===== src/rtl/tdc_pkg.sv =====
`default_nettype none

package tdc_pkg;

  // Segment and field geometry
  localparam int unsigned MAX_LINE = 64;
  localparam int unsigned IDX_W    = 6;
  localparam int unsigned LEN_W    = 7;
  localparam int unsigned COEF_W   = 30;
  localparam int unsigned DIAG_W   = 32;
  localparam int unsigned RATIO_W  = 32;
  localparam int unsigned FRAC_R   = 30;
  localparam int unsigned PROD_W   = COEF_W + RATIO_W;
  localparam int unsigned DVD_W    = COEF_W + FRAC_R + 1;
  localparam int unsigned QUO_W    = RATIO_W + 1;

  // Stream packing
  localparam int unsigned IN_W  = 104;
  localparam int unsigned OUT_W = 72;

  localparam logic [DIAG_W-1:0]  ONE_Q16   = 32'h0001_0000;
  localparam logic [RATIO_W-1:0] RATIO_SAT = 32'h8000_0000;

  typedef enum logic [2:0] {
    ST_IDLE,
    ST_MUL,
    ST_SUM,
    ST_LOAD,
    ST_DIV,
    ST_EMIT
  } tdc_state_e;

  typedef struct packed {
    logic              start;
    logic [DVD_W-1:0]  dividend;
    logic [DIAG_W-1:0] divisor;
  } div_req_t;

  typedef struct packed {
    logic               done;
    logic [RATIO_W-1:0] quotient;
  } div_rsp_t;

endpackage

`default_nettype wire


===== src/rtl/tdc_div.sv =====
`default_nettype none

// Restoring divider, one quotient bit per cycle, quotient saturated to 2^31.
module tdc_div (
  input  logic              clk_i,
  input  logic              rst_ni,
  input  tdc_pkg::div_req_t req_i,
  output tdc_pkg::div_rsp_t rsp_o
);

  localparam int unsigned CNT_W = $clog2(tdc_pkg::QUO_W);
  localparam int unsigned HI_W  = tdc_pkg::DVD_W - tdc_pkg::QUO_W;

  logic                          busy_q, busy_d;
  logic                          done_q, done_d;
  logic [CNT_W-1:0]              cnt_q, cnt_d;
  logic [tdc_pkg::DIAG_W-1:0]    rem_q, rem_d;
  logic [tdc_pkg::DIAG_W-1:0]    dvs_q, dvs_d;
  logic [tdc_pkg::QUO_W-1:0]     num_q, num_d;
  logic [tdc_pkg::QUO_W-1:0]     quo_q, quo_d;
  logic [tdc_pkg::RATIO_W-1:0]   res_q, res_d;
  logic [tdc_pkg::DIAG_W:0]      rem_sh;
  logic [tdc_pkg::QUO_W-1:0]     quo_nx;
  logic                          fits;
  logic                          too_big;

  always_comb begin
    rem_sh  = {rem_q, num_q[tdc_pkg::QUO_W-1]};
    fits    = rem_sh >= {1'b0, dvs_q};
    quo_nx  = {quo_q[tdc_pkg::QUO_W-2:0], fits};
    too_big = {{(tdc_pkg::DIAG_W-HI_W){1'b0}}, req_i.dividend[tdc_pkg::DVD_W-1 -: HI_W]}
              >= req_i.divisor;

    busy_d = busy_q;
    done_d = 1'b0;
    cnt_d  = cnt_q;
    rem_d  = rem_q;
    dvs_d  = dvs_q;
    num_d  = num_q;
    quo_d  = quo_q;
    res_d  = res_q;

    if (req_i.start) begin
      dvs_d = req_i.divisor;
      rem_d = {{(tdc_pkg::DIAG_W-HI_W){1'b0}}, req_i.dividend[tdc_pkg::DVD_W-1 -: HI_W]};
      num_d = req_i.dividend[tdc_pkg::QUO_W-1:0];
      quo_d = '0;
      cnt_d = CNT_W'(tdc_pkg::QUO_W - 1);
      if (req_i.divisor == '0) begin
        // zero divisor: zero over zero gives zero, anything else saturates
        done_d = 1'b1;
        busy_d = 1'b0;
        res_d  = (req_i.dividend == '0) ? '0 : tdc_pkg::RATIO_SAT;
      end else if (too_big) begin
        done_d = 1'b1;
        busy_d = 1'b0;
        res_d  = tdc_pkg::RATIO_SAT;
      end else begin
        busy_d = 1'b1;
      end
    end else if (busy_q) begin
      rem_d = fits ? tdc_pkg::DIAG_W'(rem_sh - {1'b0, dvs_q}) : rem_sh[tdc_pkg::DIAG_W-1:0];
      num_d = num_q << 1;
      quo_d = quo_nx;
      cnt_d = cnt_q - CNT_W'(1);
      if (cnt_q == '0) begin
        busy_d = 1'b0;
        done_d = 1'b1;
        res_d  = (quo_nx > {1'b0, tdc_pkg::RATIO_SAT}) ? tdc_pkg::RATIO_SAT
                                                       : quo_nx[tdc_pkg::RATIO_W-1:0];
      end
    end
  end

  always_ff @(posedge clk_i or negedge rst_ni) begin
    if (!rst_ni) begin
      busy_q <= 1'b0;
      done_q <= 1'b0;
    end else begin
      busy_q <= busy_d;
      done_q <= done_d;
    end
  end

  always_ff @(posedge clk_i) begin
    cnt_q <= cnt_d;
    rem_q <= rem_d;
    dvs_q <= dvs_d;
    num_q <= num_d;
    quo_q <= quo_d;
    res_q <= res_d;
  end

  assign rsp_o.done     = done_q;
  assign rsp_o.quotient = res_q;

endmodule

`default_nettype wire


===== src/rtl/tridiagonal_thomas_coefficients.sv =====
`default_nettype none

// Channel  | Dir | Beat contents
// s_axis   | in  | tdata: coupling[29:0], decay_term[59:30], line_length[66:60],
//          |     |        carry_ratio[98:67], zero pad; tuser: is_first; tlast: is_last
// m_axis   | out | tdata: node_index[5:0], diagonal[37:6], ratio[69:38], zero pad;
//          |     |        tlast: last_node
//
// One input beat yields line_length result beats (zero taken as one, clamped to 64).
// Each node steps through multiply, sum/saturate, divider load, 33 divider steps
// plus result, emit; a zero or overflowing divisor skips the divider steps.
// A new input beat is taken only while idle, after the last node of an item is emitted.
// Reset (rst_ni low, asynchronous) returns to idle and drops any pending result beat.
// A stalled output holds the sequencer in its emit step once the output register is full;
// the last result may wait in the output register while the next input beat is taken.
module tridiagonal_thomas_coefficients (
  input  logic                      clk_i,
  input  logic                      rst_ni,
  input  logic                      s_axis_tvalid_i,
  output logic                      s_axis_tready_o,
  // coupling, decay_term, line_length, carry_ratio (low bit up)
  input  logic [tdc_pkg::IN_W-1:0]  s_axis_tdata_i,
  // is_first
  input  logic                      s_axis_tuser_i,
  // is_last
  input  logic                      s_axis_tlast_i,
  output logic                      m_axis_tvalid_o,
  input  logic                      m_axis_tready_i,
  // node_index, diagonal, ratio (low bit up)
  output logic [tdc_pkg::OUT_W-1:0] m_axis_tdata_o,
  // last_node
  output logic                      m_axis_tlast_o
);

  localparam int unsigned C1_LO  = 0;
  localparam int unsigned C2_LO  = C1_LO + tdc_pkg::COEF_W;
  localparam int unsigned LEN_LO = C2_LO + tdc_pkg::COEF_W;
  localparam int unsigned CR_LO  = LEN_LO + tdc_pkg::LEN_W;
  localparam int unsigned OUT_PAD =
      tdc_pkg::OUT_W - tdc_pkg::IDX_W - tdc_pkg::DIAG_W - tdc_pkg::RATIO_W;
  localparam int unsigned SUM_W = tdc_pkg::DIAG_W + 2;

  tdc_pkg::tdc_state_e state_q, state_d;

  logic                         in_fire;
  logic                         out_free;
  logic                         emit_go;
  logic                         div_start;
  logic                         use_fold;
  logic                         at_last;

  logic [tdc_pkg::COEF_W-1:0]   c1_q, c2_q;
  logic                         first_q, last_q;
  logic [tdc_pkg::IDX_W-1:0]    lastidx_q, lastidx_d;
  logic [tdc_pkg::IDX_W-1:0]    idx_q;
  logic [tdc_pkg::RATIO_W-1:0]  prev_q;
  logic [tdc_pkg::PROD_W-1:0]   prod_q;
  logic                         neg_q;
  logic [tdc_pkg::DIAG_W-1:0]   diag_q, diag_d;

  logic [tdc_pkg::LEN_W-1:0]    len_in, len_c;
  logic [tdc_pkg::RATIO_W-1:0]  mag;
  logic [tdc_pkg::PROD_W-1:0]   prod_rnd;
  logic [tdc_pkg::DIAG_W-1:0]   fold_term;
  logic [tdc_pkg::DIAG_W-1:0]   diag_edge, diag_inner, diag_base;
  logic [SUM_W-1:0]             dsum;

  logic                         out_valid_q, out_valid_d;
  logic [tdc_pkg::IDX_W-1:0]    out_idx_q;
  logic [tdc_pkg::DIAG_W-1:0]   out_diag_q;
  logic [tdc_pkg::RATIO_W-1:0]  out_ratio_q;
  logic                         out_last_q;

  tdc_pkg::div_req_t div_req;
  tdc_pkg::div_rsp_t div_rsp;

  assign in_fire  = s_axis_tvalid_i && s_axis_tready_o;
  assign out_free = !out_valid_q || m_axis_tready_i;
  assign at_last  = idx_q == lastidx_q;
  assign use_fold = (idx_q != '0) || !first_q;

  // Next state
  always_comb begin
    state_d = state_q;
    unique case (state_q)
      tdc_pkg::ST_IDLE: if (s_axis_tvalid_i) state_d = tdc_pkg::ST_MUL;
      tdc_pkg::ST_MUL:  state_d = tdc_pkg::ST_SUM;
      tdc_pkg::ST_SUM:  state_d = tdc_pkg::ST_LOAD;
      tdc_pkg::ST_LOAD: state_d = tdc_pkg::ST_DIV;
      tdc_pkg::ST_DIV:  if (div_rsp.done) state_d = tdc_pkg::ST_EMIT;
      tdc_pkg::ST_EMIT: begin
        if (out_free) begin
          state_d = at_last ? tdc_pkg::ST_IDLE : tdc_pkg::ST_MUL;
        end
      end
      default: state_d = tdc_pkg::ST_IDLE;
    endcase
  end

  // Sequencer outputs
  always_comb begin
    s_axis_tready_o = state_q == tdc_pkg::ST_IDLE;
    div_start       = state_q == tdc_pkg::ST_LOAD;
    emit_go         = (state_q == tdc_pkg::ST_EMIT) && out_free;
  end

  // Line length: zero counts as one node, clamp to the longest line
  always_comb begin
    len_in = s_axis_tdata_i[LEN_LO +: tdc_pkg::LEN_W];
    if (len_in == '0) begin
      len_c = tdc_pkg::LEN_W'(1);
    end else if (len_in > tdc_pkg::LEN_W'(tdc_pkg::MAX_LINE)) begin
      len_c = tdc_pkg::LEN_W'(tdc_pkg::MAX_LINE);
    end else begin
      len_c = len_in;
    end
    lastidx_d = tdc_pkg::IDX_W'(len_c - tdc_pkg::LEN_W'(1));
  end

  // Fold magnitude of the previous ratio; node 0 of a first segment folds nothing
  always_comb begin
    if (!use_fold) begin
      mag = '0;
    end else if (prev_q[tdc_pkg::RATIO_W-1]) begin
      mag = ~prev_q + tdc_pkg::RATIO_W'(1);
    end else begin
      mag = prev_q;
    end
  end

  // Round the Q.46 product half up to Q16.16, pick the starting diagonal, saturate
  always_comb begin
    prod_rnd   = prod_q + (tdc_pkg::PROD_W'(1) << (tdc_pkg::FRAC_R - 1));
    fold_term  = prod_rnd[tdc_pkg::PROD_W-1:tdc_pkg::FRAC_R];
    diag_edge  = tdc_pkg::ONE_Q16 + tdc_pkg::DIAG_W'(c1_q) + tdc_pkg::DIAG_W'(c2_q);
    diag_inner = diag_edge + tdc_pkg::DIAG_W'(c1_q);

    priority if (first_q && (lastidx_q == '0)) begin
      diag_base = tdc_pkg::ONE_Q16 + tdc_pkg::DIAG_W'(c2_q);
    end else if ((first_q && (idx_q == '0)) || (last_q && at_last)) begin
      diag_base = diag_edge;
    end else begin
      diag_base = diag_inner;
    end

    dsum = neg_q ? (SUM_W'(diag_base) - SUM_W'(fold_term))
                 : (SUM_W'(diag_base) + SUM_W'(fold_term));

    priority if (dsum[SUM_W-1]) begin
      diag_d = '0;
    end else if (dsum[SUM_W-2]) begin
      diag_d = '1;
    end else begin
      diag_d = dsum[tdc_pkg::DIAG_W-1:0];
    end
  end

  // Divider request: (c1 << 30) + diag/2, so the quotient comes out rounded
  always_comb begin
    div_req.start    = div_start;
    div_req.dividend = tdc_pkg::DVD_W'({c1_q, {tdc_pkg::FRAC_R{1'b0}}})
                     + tdc_pkg::DVD_W'(diag_q[tdc_pkg::DIAG_W-1:1]);
    div_req.divisor  = diag_q;
  end

  tdc_div u_div (
    .clk_i  (clk_i),
    .rst_ni (rst_ni),
    .req_i  (div_req),
    .rsp_o  (div_rsp)
  );

  always_comb begin
    out_valid_d = out_valid_q;
    if (emit_go) begin
      out_valid_d = 1'b1;
    end else if (m_axis_tready_i) begin
      out_valid_d = 1'b0;
    end
  end

  always_ff @(posedge clk_i or negedge rst_ni) begin
    if (!rst_ni) begin
      state_q     <= tdc_pkg::ST_IDLE;
      out_valid_q <= 1'b0;
    end else begin
      state_q     <= state_d;
      out_valid_q <= out_valid_d;
    end
  end

  always_ff @(posedge clk_i) begin
    if (in_fire) begin
      c1_q      <= s_axis_tdata_i[C1_LO +: tdc_pkg::COEF_W];
      c2_q      <= s_axis_tdata_i[C2_LO +: tdc_pkg::COEF_W];
      lastidx_q <= lastidx_d;
      first_q   <= s_axis_tuser_i;
      last_q    <= s_axis_tlast_i;
      prev_q    <= s_axis_tdata_i[CR_LO +: tdc_pkg::RATIO_W];
      idx_q     <= '0;
    end else begin
      // carry the new ratio to the next node
      if ((state_q == tdc_pkg::ST_DIV) && div_rsp.done) begin
        prev_q <= ~div_rsp.quotient + tdc_pkg::RATIO_W'(1);
      end
      if (emit_go) begin
        idx_q <= idx_q + tdc_pkg::IDX_W'(1);
      end
    end
    if (state_q == tdc_pkg::ST_MUL) begin
      prod_q <= tdc_pkg::PROD_W'(c1_q) * tdc_pkg::PROD_W'(mag);
      neg_q  <= use_fold && prev_q[tdc_pkg::RATIO_W-1];
    end
    if (state_q == tdc_pkg::ST_SUM) begin
      diag_q <= diag_d;
    end
    if (emit_go) begin
      out_idx_q   <= idx_q;
      out_diag_q  <= diag_q;
      out_ratio_q <= prev_q;
      out_last_q  <= at_last;
    end
  end

  assign m_axis_tvalid_o = out_valid_q;
  assign m_axis_tdata_o  = {{OUT_PAD{1'b0}}, out_ratio_q, out_diag_q, out_idx_q};
  assign m_axis_tlast_o  = out_last_q;

  // The divider only answers while the sequencer waits on it
  a_div_done_in_div: assert property (@(posedge clk_i) disable iff (!rst_ni)
    div_rsp.done |-> (state_q == tdc_pkg::ST_DIV))
    else $error("divider result outside the divide step");

  // Ratios are -c1/diag, never positive
  a_ratio_sign: assert property (@(posedge clk_i) disable iff (!rst_ni)
    m_axis_tvalid_o |-> (out_ratio_q[tdc_pkg::RATIO_W-1] || (out_ratio_q == '0)))
    else $error("positive ratio emitted");

  // Node counter stays within the segment
  a_idx_range: assert property (@(posedge clk_i) disable iff (!rst_ni)
    (state_q != tdc_pkg::ST_IDLE) |-> (idx_q <= lastidx_q))
    else $error("node index past segment end");

  // Emitting the last node ends the item
  a_last_ends: assert property (@(posedge clk_i) disable iff (!rst_ni)
    (emit_go && at_last) |=> (state_q == tdc_pkg::ST_IDLE) && m_axis_tlast_o)
    else $error("sequencer kept running after last node");

endmodule

`default_nettype wire

===== config.mk =====
export PLATFORM = sky130hd
export DESIGN_NAME = tridiagonal_thomas_coefficients
export DESIGN_NICKNAME = d
export VERILOG_FILES = /design/src/rtl/tdc_pkg.sv /design/src/rtl/tdc_div.sv /design/src/rtl/tridiagonal_thomas_coefficients.sv
export SDC_FILE = /design/constraint.sdc
export NUM_CORES = 2
export LEC_CHECK = 0
export BUFFER_PORTS_ARGS = -buffer_cell sky130_fd_sc_hd__buf_2
export CAP_MARGIN = 20
export CORE_ASPECT_RATIO = 0.8
export CORE_MARGIN = 10
export CORE_UTILIZATION = 42
export DETAILED_ROUTE_END_ITERATION = 6
export GPL_TIMING_DRIVEN = 0
export PLACE_DENSITY = 0.66
export SYNTH_ARGS = -nofsm -noshare
export SYNTH_HDL_FRONTEND = slang
export SYNTH_HIERARCHICAL = 1
export SYNTH_SLANG_ARGS = --single-unit
export TNS_END_PERCENT = 10

===== constraint.sdc =====
create_clock -name clk_i -period 12.9 [get_ports clk_i]
set_input_delay 1.29 -clock clk_i [delete_from_list [all_inputs] [get_ports clk_i]]
set_output_delay 1.29 -clock clk_i [all_outputs]
set_load 0.05 [all_outputs]

==> results.sh <==
export IMPL_dpl_hpwl_mm=183
export IMPL_critPathMaxFanout=10
export IMPL_end_kind="register"
export IMPL_yosys_area_top_type="fa_1"
export IMPL_die_area_um2=155000
export IMPL_holdPathStages=2
export IMPL_crit_arrival_ns=13.07
export IMPL_antenna_found_initial=30
export IMPL_grt_start_max_net_pins=62
export IMPL_async_flop_share_pct=1.44
export IMPL_final_area_um2=63800
export IMPL_io_pins=185
export IMPL_max_slew_margin_pct=10.2
export IMPL_slew_violations=0
export IMPL_clock_latency_ns=0.60
export IMPL_grt_setup_unrepaired="no"
export IMPL_multi_input_area_um2=41600
export IMPL_cpPeakStageDelay_ns=0.79
export IMPL_ys_ff_latch=416
export IMPL_crit_top_cell="fa_1"
export IMPL_r2r_slack_ns=0.17
export IMPL_outcome="finished clean"
export IMPL_fin_worst_skew_ns=0.0302
export IMPL_synth_cell_types=100
export IMPL_drc=0
export IMPL_synth_warnings=6
export IMPL_synth_edf_count=362
export IMPL_cp_slowest_cell="xor2_1"
export IMPL_fin_tns_setup_ns=0
export IMPL_r2r_start="prev_q[3]$_DFFE_PP_"
export IMPL_hold_path_class="register to register"
export IMPL_std_cell_rows=122
export IMPL_cp_top_family="adder cells"
export IMPL_worst_slack_ns=0.172
export IMPL_crit_required_ns=13.24
export IMPL_holdPathEnd="u_div/rem_q[30]$_SDFFE_PP0P_"
export IMPL_drt_iter0_drc=6011
export IMPL_die_x_um=438
export IMPL_numCtsBuffers=42
export IMPL_grt_pass1_vias=47530
export IMPL_viasPerCell=5.75
export IMPL_yosysSeqAreaShare_pct=20.4
export IMPL_worstHoldStart="u_div/rem_q[29]$_SDFFE_PP0P_"
export IMPL_drive_gt1_share_pct=6.29
export IMPL_r2r_end="prod_q[61]$_DFFE_PP_"
export IMPL_ys_top_cells_by_area="fa_1 29%, edfxtp_1 19%, ha_1 10%, inv_1 6.4%, and2_1 5.6%"
export IMPL_clk_pin_slew_worst_paths_ns=0.06
export IMPL_gp_congestion=1.06
export IMPL_report_final_hold_viol_count=0
export IMPL_synthesis_area_um2=58700
export IMPL_coreArea_um2=139000
export IMPL_wirelength_mm=223
export IMPL_wl_per_cell_um=26.5
export IMPL_place_ws_ns=0.645
export IMPL_syn2layout_area_growth_pct=8.62
export IMPL_dr_pass1_iters=6
export IMPL_period_minus_slack_ns=12.73
export IMPL_synth_ff_type="edfxtp_1"
export IMPL_initial_core_util_pct=42.4
export IMPL_seqCellArea_um2=12000
export IMPL_tightest_slew_ns=1.35
export IMPL_r2r_worst_path_cells=30
export IMPL_avgSynthCellArea_um2=9.38
export IMPL_cts_hold_buffers=0
export IMPL_period_share_pct=98.7
export IMPL_cts_sinks=416
export IMPL_critPathLaunchType="register"
export IMPL_fmax_ghz=0.0786
export IMPL_yosysTopAreaCellShare_pct=28.6
export IMPL_portBuffers=177
export IMPL_cts_root_buf="clkbuf_16"
export IMPL_synthCells=6262
export IMPL_grt_pass1_wl_mm=324
export IMPL_setup_viol=0
export IMPL_grt_overflow=0
export IMPL_cts_max_path_buffers=3
export IMPL_grt_total_usage_pct=28.1
export IMPL_nFillCells=13406
export IMPL_antenna_left=0
export IMPL_worstSetupStartpoint="prev_q[3]$_DFFE_PP_"
export IMPL_dr_total_vias=48478
export IMPL_utilization_pct=46.0
export IMPL_htree_levels=2
export IMPL_placed_area_um2=62300
export IMPL_nNetsFinal=7938
export IMPL_die_h_um=354
export IMPL_worst_setup_path_type="register to register"
export IMPL_cts_tree="done"
export IMPL_drv_cap=0
export IMPL_path_buf_inv=3
==> cell usage in the layout, fill, tap and decap left out, types with 42 or more instances in the layout <==
master     count
inv_1       1003
fa_1         840
nand2_1      657
and2_1       530
ha_1         473
edfxtp_1     362
nor2_1       302
a21oi_1      261
clkbuf_1     259
buf_2        197
o21ai_0      166
xnor2_1      143
xor2_1       123
nor3_1       112
a21o_1        86
nand3_1       76
nor4_1        56
nand4_1       50
dfxtp_1       48
nor2b_1       45
a31oi_1       44
mux2i_1       44
and3_1        43
clkbuf_16     42
==> synthesized netlist by cell type, drive strengths merged (26+ instances only) <==
master	n
a211oi	30
a21o	87
a21oi	262
a31oi	48
and2	531
and3	43
buf	55
clkbuf	259
dfxtp	48
edfxtp	362
fa	840
ha	473
inv	1004
mux2	33
mux2i	44
nand2	657
nand2b	34
nand3	76
nand4	52
nor2	304
nor2b	55
nor3	114
nor4	57
o21ai	174
o21bai	31
o31ai	28
or3	26
xnor2	143
xor2	124
==> cells by family (layout without fill, tap and decap cells) <==
| logic type | count (synthesis) | in the layout | synth area share [%] |
|---|---|---|---|
| AND/OR/NAND/NOR | 2012 | 2012 | 17.3 |
| buffers and inverters | 1320 | 1604 | 8.74 |
| adder cells (fa/ha/maj) | 1313 | 1313 | 38.7 |
| AO/OA/AOI/OAI | 856 | 856 | 9.48 |
| flip-flops | 416 | 416 | 20.4 |
| XOR/XNOR | 267 | 267 | 4.00 |
| multiplexers | 77 | 77 | 1.38 |
| other | 1 | 20 | 0.00639 |
==> cell type report <==
cell class                 instances  area share [%]
multi-input combinational       4527            65.3
sequential                       416            18.8
inverter                        1005            5.92
tap                             1860            3.65
buffer                           315            2.14
timing repair buffer             208            2.01
clock buffer                      49            1.69
clock inverter                    27           0.443
antenna                           18          0.0706
==> metrics by stage <==
step,instances,hold slack (ns)
after floorplan,6263,0.462
after global placement,8300,0.484
after detailed placement,8324,0.498
after CTS,8400,0.506
after global routing,8410,0.518
final,8425,0.505
==> repair_timing <==
item / in CTS / in global routing
setup endpoints to repair: 0 / 2
gates resized for setup: 0 / 4
setup buffers: 0 / 0
==> routing by layer <==
layer	wire length, µm	track usage [%]	vias to the layer above
li1	-	-	20832
met1	93100	39.6	23972
met2	86100	37.8	3195
met3	34600	12.6	453
met4	9120	9.11	26
met5	232	0.372	-
==> worst reg2reg max path: cells and delay by family (launching register included) <==
kind	cells	cell delay [ns]
buffers and inverters	3	0.58
XOR/XNOR	2	0.93
flip-flops	1	0.49
AO/OA/AOI/OAI	8	2.62
AND/OR/NAND/NOR	8	2.72
adder cells (fa/ha/maj)	9	5.12
==> registers in the layout (all words and copies together) (netlist names), 3 cells and up <==
register	count
u_div/dvs_q	32
out_idx_q	6
u_div/num_q	33
u_div/cnt_q	6
idx_q	6
diag_q	32
u_div/quo_q	32
out_ratio_q	32
lastidx_q	6
u_div/rem_q	32
state_q	3
u_div/res_q	32
prev_q	32
c2_q	30
prod_q	33
c1_q	30
out_diag_q	32
==> worst max-delay path by stage <==
stage,to,cells past startpoint
final,prod_q[61]$_DFFE_PP_,30
after global routing,prod_q[57]$_DFFE_PP_,30
after CTS,prod_q[61]$_DFFE_PP_,33
after detailed placement,prod_q[61]$_DFFE_PP_,33
after global placement,prod_q[61]$_DFFE_PP_,33
after floorplan,prod_q[61]$_DFFE_PP_,36
Power is left out: the tool's default activity adds up to more than one toggle a clock period on the data nets, which glitch-free logic cannot reach.
